**src/design/ffdc_pkg.sv**
```systemverilog
// Shared constants and types for the fixed-length frame deframer.
// No dependencies; imported by every module of the block.
`default_nettype none

package ffdc_pkg;

  localparam int unsigned PAYLOAD_BYTES_DEF = 8;
  localparam int unsigned BYTE_W            = 8;
  localparam int unsigned IDX_W             = 6;
  localparam int unsigned CFG_IDX_W         = 1;

  localparam logic [BYTE_W-1:0] HEAD_RESET = 8'hA5;
  localparam logic [BYTE_W-1:0] TAIL_RESET = 8'h5A;

  typedef enum logic [CFG_IDX_W-1:0] {
    REG_HEAD = 1'b0,
    REG_TAIL = 1'b1
  } cfg_reg_e;

  // Frame queue status seen by the top level and the back half.
  typedef struct packed {
    logic full;
    logic empty;
  } fq_status_t;

endpackage

`default_nettype wire

```
**src/design/ffdc_front.sv**
```systemverilog
// Front half: byte window, running payload sum and frame match.
// Holds the head/tail registers. Depends on ffdc_pkg.
`default_nettype none

module ffdc_front import ffdc_pkg::*; #(
  parameter int unsigned PAYLOAD_BYTES = PAYLOAD_BYTES_DEF
) (
  input  wire logic                            clk_i,
  input  wire logic                            rst_ni,
  input  wire logic                            cfg_we_i,
  input  wire logic [CFG_IDX_W-1:0]            cfg_idx_i,
  input  wire logic [BYTE_W-1:0]               cfg_wdata_i,
  input  wire logic                            byte_valid_i,
  input  wire logic [BYTE_W-1:0]               rx_byte_i,
  output logic                                 frame_valid_o,
  output logic [PAYLOAD_BYTES*BYTE_W-1:0]      frame_o
);

  localparam int unsigned FRAME_LEN = PAYLOAD_BYTES + 3;
  localparam int unsigned FILL_W    = $clog2(FRAME_LEN);
  localparam logic [FILL_W-1:0] LAST_FILL = FILL_W'(FRAME_LEN - 1);

  logic [BYTE_W-1:0] win_q [FRAME_LEN];
  logic [FILL_W-1:0] fill_q, fill_d;
  logic [BYTE_W-1:0] sum_q, sum_d;
  logic [BYTE_W-1:0] head_q, tail_q;
  logic [BYTE_W-1:0] add_byte, drop_byte, sum_next;
  logic              window_full, match;

  // Newest byte sits at the top of the window; fill_q entries from the top are valid.
  // sum_q tracks the valid bytes in the payload slots.
  assign add_byte  = (fill_q >= FILL_W'(2)) ? win_q[PAYLOAD_BYTES+1] : '0;
  assign drop_byte = (fill_q == LAST_FILL) ? win_q[1] : '0;
  assign sum_next  = sum_q + add_byte - drop_byte;

  // Checked against the window as it stands after this byte shifts in.
  assign window_full = (fill_q == LAST_FILL);
  assign match = window_full && (win_q[1] == head_q) && (rx_byte_i == tail_q) &&
                 (sum_next == win_q[PAYLOAD_BYTES+2]);

  assign frame_valid_o = byte_valid_i && match;

  always_comb begin
    for (int k = 0; k < PAYLOAD_BYTES; k++) begin
      frame_o[k*BYTE_W +: BYTE_W] = win_q[k+2];
    end
  end

  always_comb begin
    fill_d = fill_q;
    sum_d  = sum_q;
    if (byte_valid_i) begin
      if (match) begin
        fill_d = '0;
        sum_d  = '0;
      end else begin
        fill_d = window_full ? LAST_FILL : fill_q + FILL_W'(1);
        sum_d  = sum_next;
      end
    end
  end

  always_ff @(posedge clk_i or negedge rst_ni) begin
    if (!rst_ni) begin
      fill_q <= '0;
      sum_q  <= '0;
      head_q <= HEAD_RESET;
      tail_q <= TAIL_RESET;
    end else begin
      fill_q <= fill_d;
      sum_q  <= sum_d;
      if (cfg_we_i && cfg_idx_i == REG_HEAD) begin
        head_q <= cfg_wdata_i;
      end
      if (cfg_we_i && cfg_idx_i == REG_TAIL) begin
        tail_q <= cfg_wdata_i;
      end
    end
  end

  always_ff @(posedge clk_i) begin
    if (byte_valid_i) begin
      for (int i = 0; i < FRAME_LEN - 1; i++) begin
        win_q[i] <= win_q[i+1];
      end
      win_q[FRAME_LEN-1] <= rx_byte_i;
    end
  end

endmodule

`default_nettype wire

```
**src/design/ffdc_fifo.sv**
```systemverilog
// Two-entry frame queue between the front and back halves.
// Depends on ffdc_pkg for the status struct.
`default_nettype none

module ffdc_fifo import ffdc_pkg::*; #(
  parameter int unsigned WIDTH = PAYLOAD_BYTES_DEF * BYTE_W
) (
  input  wire logic             clk_i,
  input  wire logic             rst_ni,
  input  wire logic             wr_i,
  input  wire logic [WIDTH-1:0] wdata_i,
  input  wire logic             rd_i,
  output logic [WIDTH-1:0]      rdata_o,
  output fq_status_t            status_o
);

  logic [WIDTH-1:0] mem_q [2];
  logic             wr_ptr_q, rd_ptr_q;
  logic [1:0]       count_q;
  logic             do_wr, do_rd;

  assign status_o.full  = (count_q == 2'd2);
  assign status_o.empty = (count_q == 2'd0);
  assign do_wr   = wr_i && !status_o.full;
  assign do_rd   = rd_i && !status_o.empty;
  assign rdata_o = mem_q[rd_ptr_q];

  always_ff @(posedge clk_i or negedge rst_ni) begin
    if (!rst_ni) begin
      wr_ptr_q <= 1'b0;
      rd_ptr_q <= 1'b0;
      count_q  <= '0;
    end else begin
      if (do_wr) begin
        wr_ptr_q <= ~wr_ptr_q;
      end
      if (do_rd) begin
        rd_ptr_q <= ~rd_ptr_q;
      end
      case ({do_wr, do_rd})
        2'b10:   count_q <= count_q + 2'd1;
        2'b01:   count_q <= count_q - 2'd1;
        default: count_q <= count_q;
      endcase
    end
  end

  always_ff @(posedge clk_i) begin
    if (do_wr) begin
      mem_q[wr_ptr_q] <= wdata_i;
    end
  end

endmodule

`default_nettype wire

```
**src/design/ffdc_back.sv**
```systemverilog
// Back half: unloads one frame at a time, one payload byte per pop.
// Depends on ffdc_pkg.
`default_nettype none

module ffdc_back import ffdc_pkg::*; #(
  parameter int unsigned PAYLOAD_BYTES = PAYLOAD_BYTES_DEF
) (
  input  wire logic                            clk_i,
  input  wire logic                            rst_ni,
  input  wire fq_status_t                      fq_status_i,
  input  wire logic [PAYLOAD_BYTES*BYTE_W-1:0] frame_i,
  output logic                                 fq_rd_o,
  input  wire logic                            pop_i,
  output logic                                 empty_o,
  output logic [BYTE_W-1:0]                    payload_byte_o,
  output logic [IDX_W-1:0]                     byte_index_o,
  output logic                                 last_byte_o
);

  localparam logic [IDX_W-1:0] LAST_IDX = IDX_W'(PAYLOAD_BYTES - 1);

  logic [PAYLOAD_BYTES*BYTE_W-1:0] frame_q;
  logic [IDX_W-1:0]                idx_q;
  logic                            valid_q;
  logic                            take, is_last, load;

  assign is_last = (idx_q == LAST_IDX);
  assign take    = valid_q && pop_i;
  assign load    = (!valid_q || (take && is_last)) && !fq_status_i.empty;
  assign fq_rd_o = load;

  assign empty_o        = !valid_q;
  assign payload_byte_o = frame_q[BYTE_W-1:0];
  assign byte_index_o   = idx_q;
  assign last_byte_o    = is_last;

  always_ff @(posedge clk_i or negedge rst_ni) begin
    if (!rst_ni) begin
      valid_q <= 1'b0;
      idx_q   <= '0;
    end else if (load) begin
      valid_q <= 1'b1;
      idx_q   <= '0;
    end else if (take) begin
      idx_q <= idx_q + IDX_W'(1);
      if (is_last) begin
        valid_q <= 1'b0;
      end
    end
  end

  // Oldest payload byte always sits in the low byte.
  always_ff @(posedge clk_i) begin
    if (load) begin
      frame_q <= frame_i;
    end else if (take) begin
      frame_q <= frame_q >> BYTE_W;
    end
  end

endmodule

`default_nettype wire

```
**src/design/fixed_frame_deframer_checksum_top.sv**
```systemverilog
// Fixed-length frame deframer with head, tail and payload checksum.
// Input side: push_i/full_o with rx_byte_i; one byte per request, one per
// cycle while full_o is low. Output side: empty_o/pop_i; each request is one
// payload byte with its index and a last-byte flag, oldest first.
// A frame is head, PAYLOAD_BYTES payload bytes, checksum (8-bit sum of the
// payload) and tail. The window slides one byte at a time until a frame
// matches; then it restarts empty, so frames never overlap.
// Path: a matching frame is written to the frame queue when its tail byte is
// taken, then loaded into the unload register once the back half is free; its
// first payload byte then shows on the output.
// One input byte per cycle while full_o is low; the back end emits one byte per
// cycle, so an unstalled receiver drains a frame before the next can complete.
// If the receiver stalls, up to two matched frames wait in the frame queue
// behind the one being unloaded; full_o rises only when that queue is full.
// Reset: window empty, queue empty, head = 0xA5, tail = 0x5A. Config writes
// (cfg_idx_i 0 = head, 1 = tail) take effect at the next edge.
// Depends on ffdc_pkg, ffdc_front, ffdc_fifo and ffdc_back.
`default_nettype none

module fixed_frame_deframer_checksum_top import ffdc_pkg::*; #(
  parameter int unsigned PAYLOAD_BYTES = PAYLOAD_BYTES_DEF
) (
  input  wire logic                 clk_i,
  input  wire logic                 rst_ni,
  input  wire logic                 cfg_we_i,
  input  wire logic [CFG_IDX_W-1:0] cfg_idx_i,
  input  wire logic [BYTE_W-1:0]    cfg_wdata_i,
  input  wire logic                 push_i,
  output logic                      full_o,
  input  wire logic [BYTE_W-1:0]    rx_byte_i,
  output logic                      empty_o,
  input  wire logic                 pop_i,
  output logic [BYTE_W-1:0]         payload_byte_o,
  output logic [IDX_W-1:0]          byte_index_o,
  output logic                      last_byte_o
);

  localparam int unsigned FRAME_W = PAYLOAD_BYTES * BYTE_W;

  fq_status_t       fq_status;
  logic             byte_valid;
  logic             frame_valid;
  logic [FRAME_W-1:0] frame_in, frame_out;
  logic             fq_rd;

  assign full_o     = fq_status.full;
  assign byte_valid = push_i && !fq_status.full;

  ffdc_front #(
    .PAYLOAD_BYTES(PAYLOAD_BYTES)
  ) u_front (
    .clk_i        (clk_i),
    .rst_ni       (rst_ni),
    .cfg_we_i     (cfg_we_i),
    .cfg_idx_i    (cfg_idx_i),
    .cfg_wdata_i  (cfg_wdata_i),
    .byte_valid_i (byte_valid),
    .rx_byte_i    (rx_byte_i),
    .frame_valid_o(frame_valid),
    .frame_o      (frame_in)
  );

  ffdc_fifo #(
    .WIDTH(FRAME_W)
  ) u_fifo (
    .clk_i   (clk_i),
    .rst_ni  (rst_ni),
    .wr_i    (frame_valid),
    .wdata_i (frame_in),
    .rd_i    (fq_rd),
    .rdata_o (frame_out),
    .status_o(fq_status)
  );

  ffdc_back #(
    .PAYLOAD_BYTES(PAYLOAD_BYTES)
  ) u_back (
    .clk_i         (clk_i),
    .rst_ni        (rst_ni),
    .fq_status_i   (fq_status),
    .frame_i       (frame_out),
    .fq_rd_o       (fq_rd),
    .pop_i         (pop_i),
    .empty_o       (empty_o),
    .payload_byte_o(payload_byte_o),
    .byte_index_o  (byte_index_o),
    .last_byte_o   (last_byte_o)
  );

endmodule

`default_nettype wire

```
**config.mk**
```make
export PLATFORM = sky130hd
export DESIGN_NAME = fixed_frame_deframer_checksum_top
export DESIGN_NICKNAME = d
export VERILOG_FILES = /design/src/design/ffdc_pkg.sv /design/src/design/ffdc_front.sv /design/src/design/ffdc_fifo.sv /design/src/design/ffdc_back.sv /design/src/design/fixed_frame_deframer_checksum_top.sv
export SDC_FILE = /design/constraint.sdc
export NUM_CORES = 1
export LEC_CHECK = 0
export BUFFER_PORTS_ARGS = -buffer_cell sky130_fd_sc_hd__buf_4
export CAP_MARGIN = 20
export CORE_UTILIZATION = 45
export DETAILED_ROUTE_END_ITERATION = 8
export PLACE_DENSITY = 0.7
export SLEW_MARGIN = 10
export SYNTH_ARGS = -nofsm -noshare
export SYNTH_HDL_FRONTEND = slang
export SYNTH_SLANG_ARGS = --single-unit
```
**constraint.sdc**
```tcl
create_clock -name clk_i -period 10.19 [get_ports clk_i]
set_input_delay 0.5095 -clock clk_i [delete_from_list [all_inputs] [get_ports clk_i]]
set_output_delay 0.5095 -clock clk_i [all_outputs]
set_load 0.03 [all_outputs]
```
==> reports/results.ini <==
[setup_path]
critPathArrivalTime_ns=5.56
crit_type=reg2reg
cp_max_fo=64
rrSetupSlack_ns=4.80
critPathMaxStageDelay_ns=0.72
timing.rr.end=u_fifo.mem_q[1][26]
ff2ff_path_depth=13
r2r-start=u_front.fill_q[1]
cpMaxStageDelayCell=buf_4
worstPathCellList=ha_1 -> nand2_1 -> nor2_1 -> nand2_1 -> fa_1 -> fa_1 -> a211oi_2 -> o21bai_1 -> xnor3_1 -> or3_1 -> nor4_4 -> and2_2 -> buf_4
critPathLaunchType=flip-flop
crit_required_ns=10.36
cp-end-kind=flip-flop

[synthesis]
yosysTopAreaCellShare_pct=66.6
synth_fp_nets=803
ys_types=48
syn_inst=762
synth_area_leaders=edfxtp_1 67%, dfrtp_1 6.3%, mux2i_1 5.3%
synth_area_um2=12300
synth_warnings=0
synth_common_cells=272 x edfxtp_1, 86 x nand2_1, 65 x mux2i_1, 61 x o21ai_0, 31 x dfrtp_1
synth_seq_cells=311
synth_top_cell_by_area=edfxtp_1
synth.most_common_cell=edfxtp_1
syn_avg_cell_area_um2=16.1
ys_seq_area_share_pct=74.6
async_flop_share_pct=12.5
synth_flop_cell=edfxtp_1
synth_enable_flop_cells=272

[worst_hold_path]
hp-start=rx_byte_i[2]
min_path_cells=1
hold_end=u_front.win_q[10][2]
min_path_type=in2reg

[status]
status=completed

[sta]
setup_viol=0
finalCriticalPeriod_ns=5.39
worst_pin_slew_ns=0.986
fmax_mhz=186
skew_ns=0.0104
setup_tns_ns=0
rsz0062_at_grt=false
finalHoldViolCount=0
relSlewSlack_pct=34.2
layout_worst_path_cycle_share_pct=52.9
slew_violations=0

[route]
vias_per_cell=5.17
wire_per_inst_um=16.6
drt_first_pass_iters=6
drtIter0Drc=505
vias=6016
totalWireLength_um=19300
post-route-drc-count=0
antenna_left=0

[placement]
place_congestion=0.857
hpwl_um=11000
place_area_um2=12800
io_buffers=38

[global_route]
groute.usage.overall_pct=14.2
grt_pass1_vias=6065
grt_pass1_wl_um=31300
grt-ovfl-total=0
grt_max_degree=95
antenna_found_initial=0

[cts]
clk_latency_ns=0.55
cts_root_buffer=clkbuf_16
cts_tree=yes
htreeDepth=1
post_cts_buffers=0
cts_made_buffers=30
cts_sinks=311
ctsLongestPathBuffers=3
clk_pin_slew_ns=0.06

[pwr]
power_frac_clock_pct=30.0
pwr-share-comb_pct=22.8
p_sw_share_pct=28.4
p_sw_mw=0.953
internal_power_mw=2.41
leakagePower_nw=4.79
vdd_drop_max_uv=170
powerDensity_nw_per_um2=244
pwr-share-seq_pct=47.3

[cells_and_area]
syn2layout_area_growth_pct=12.2
drive_above_1_share_pct=14.7
regArea_um2=9160
num_antenna_cells=0
multi_input_area_um2=2890
nFillCells=2176
nets=840
fin_area_um2=13800

[die]
die_width_um=167
num_rows=60
io_pins=39
start_util_pct=45.6
core_um2=26900
die_y_um=167
dieArea_um2=27900

[run]
maxCapViolations=0

## placed cells by master (no fill, tap or decap), drive strengths merged, types with 9 or more instances in the layout
cell type / Yosys / final
buf: 13 / 43
clkbuf: 26 / 38
clkinv: 1 / 16
dfrtp: 31 / 31
edfxtp: 272 / 272
ha: 12 / 12
inv: 12 / 12
mux2: 17 / 17
mux2i: 65 / 65
nand2: 86 / 86
nor2: 21 / 21
nor2b: 9 / 9
nor4: 10 / 10
o21ai: 65 / 65
xnor2: 12 / 12
xor2: 28 / 28
## worst max-delay path by stage
stage,startpoint,to,slack (ns)
finish,u_front.fill_q[1],u_fifo.mem_q[1][26],4.80
global route,u_front.fill_q[0],u_fifo.mem_q[1][58],4.45
floorplan,u_front.fill_q[0],u_fifo.mem_q[0][0],3.25
global placement,u_front.fill_q[0],u_fifo.mem_q[0][22],4.98
detailed placement,u_front.fill_q[1],u_fifo.mem_q[0][22],4.80
CTS,u_front.fill_q[1],u_fifo.mem_q[0][60],4.78
## power groups by stage
stage	clock, mW	combinational (mW)	sequential (mW)
floorplan	0	0.591	1.62
global placement	0	0.754	1.61
detailed placement	0	0.761	1.61
CTS	1.03	0.767	1.59
global route	1.08	0.852	1.60
finish	1.01	0.765	1.59
## layer usage
metal  part of all wire [%]  GRT usage [%]  vias up
met5                      0              0        -
met1                     46           19.7     2945
met2                     47           23.3      132
li1                       -              -     2902
met3                    5.3           2.26       37
met4                    2.2           3.74        0
## layout make-up
class	count	area share, %
repair buffers	44	2.42
multi-input cells	399	21.0
well taps	341	3.10
inverters	13	0.364
clock buffers	38	5.67
flip-flops and latches	311	66.5
clock inverters	18	0.882
## cell families after synthesis
kind of cell,synth area share [%]
buf+inv,1.93
compound gates,4.41
flops,74.6
fa+ha+maj,2.37
xor+xnor,3.47
simple gates,6.33
mux,6.87
## sequential cells by signal (all words and copies together), names as in the netlist
| register | flops |
|---|---|
| u_front.head_q | 8 |
| u_fifo.wr_ptr_q | 1 |
| u_front.sum_q | 8 |
| u_back.byte_index_o | 6 |
| u_fifo.mem_q | 128 |
| u_front.win_q | 80 |
| u_fifo.count_q | 2 |
| u_fifo.rd_ptr_q | 1 |
| u_back.frame_q | 64 |
| u_back.valid_q | 1 |
| u_front.tail_q | 8 |
| u_front.fill_q | 4 |
## critical path: cells and delay by family, from the launching register on
kind,cells,cell delay (ns)
AO/OA/AOI/OAI,2,0.49
XOR/XNOR,1,0.26
adder cells (fa/ha/maj),3,1.36
buffers and inverters,1,0.72
flip-flops,1,0.46
AND/OR/NAND/NOR,6,1.66
## through the flow
stage	total power [mW]	instances	setup slack [ns]	hold WS (ns)	utilization, %
floorplan	2.21	762	3.25	0.214	-
global placement	2.36	1107	4.98	0.447	47.8
detailed placement	2.37	1107	4.80	0.452	47.8
CTS	3.39	1164	4.78	0.134	51.2
global route	3.53	1164	4.45	0.133	51.2
finish	3.36	1164	4.80	0.152	51.2
## timing repair
item                      in CTS  in global routing
resized for setup              0                  0
hold buffers                   1                  0
hold endpoints to repair      31                  0
Power figures use the tool's default switching activity.
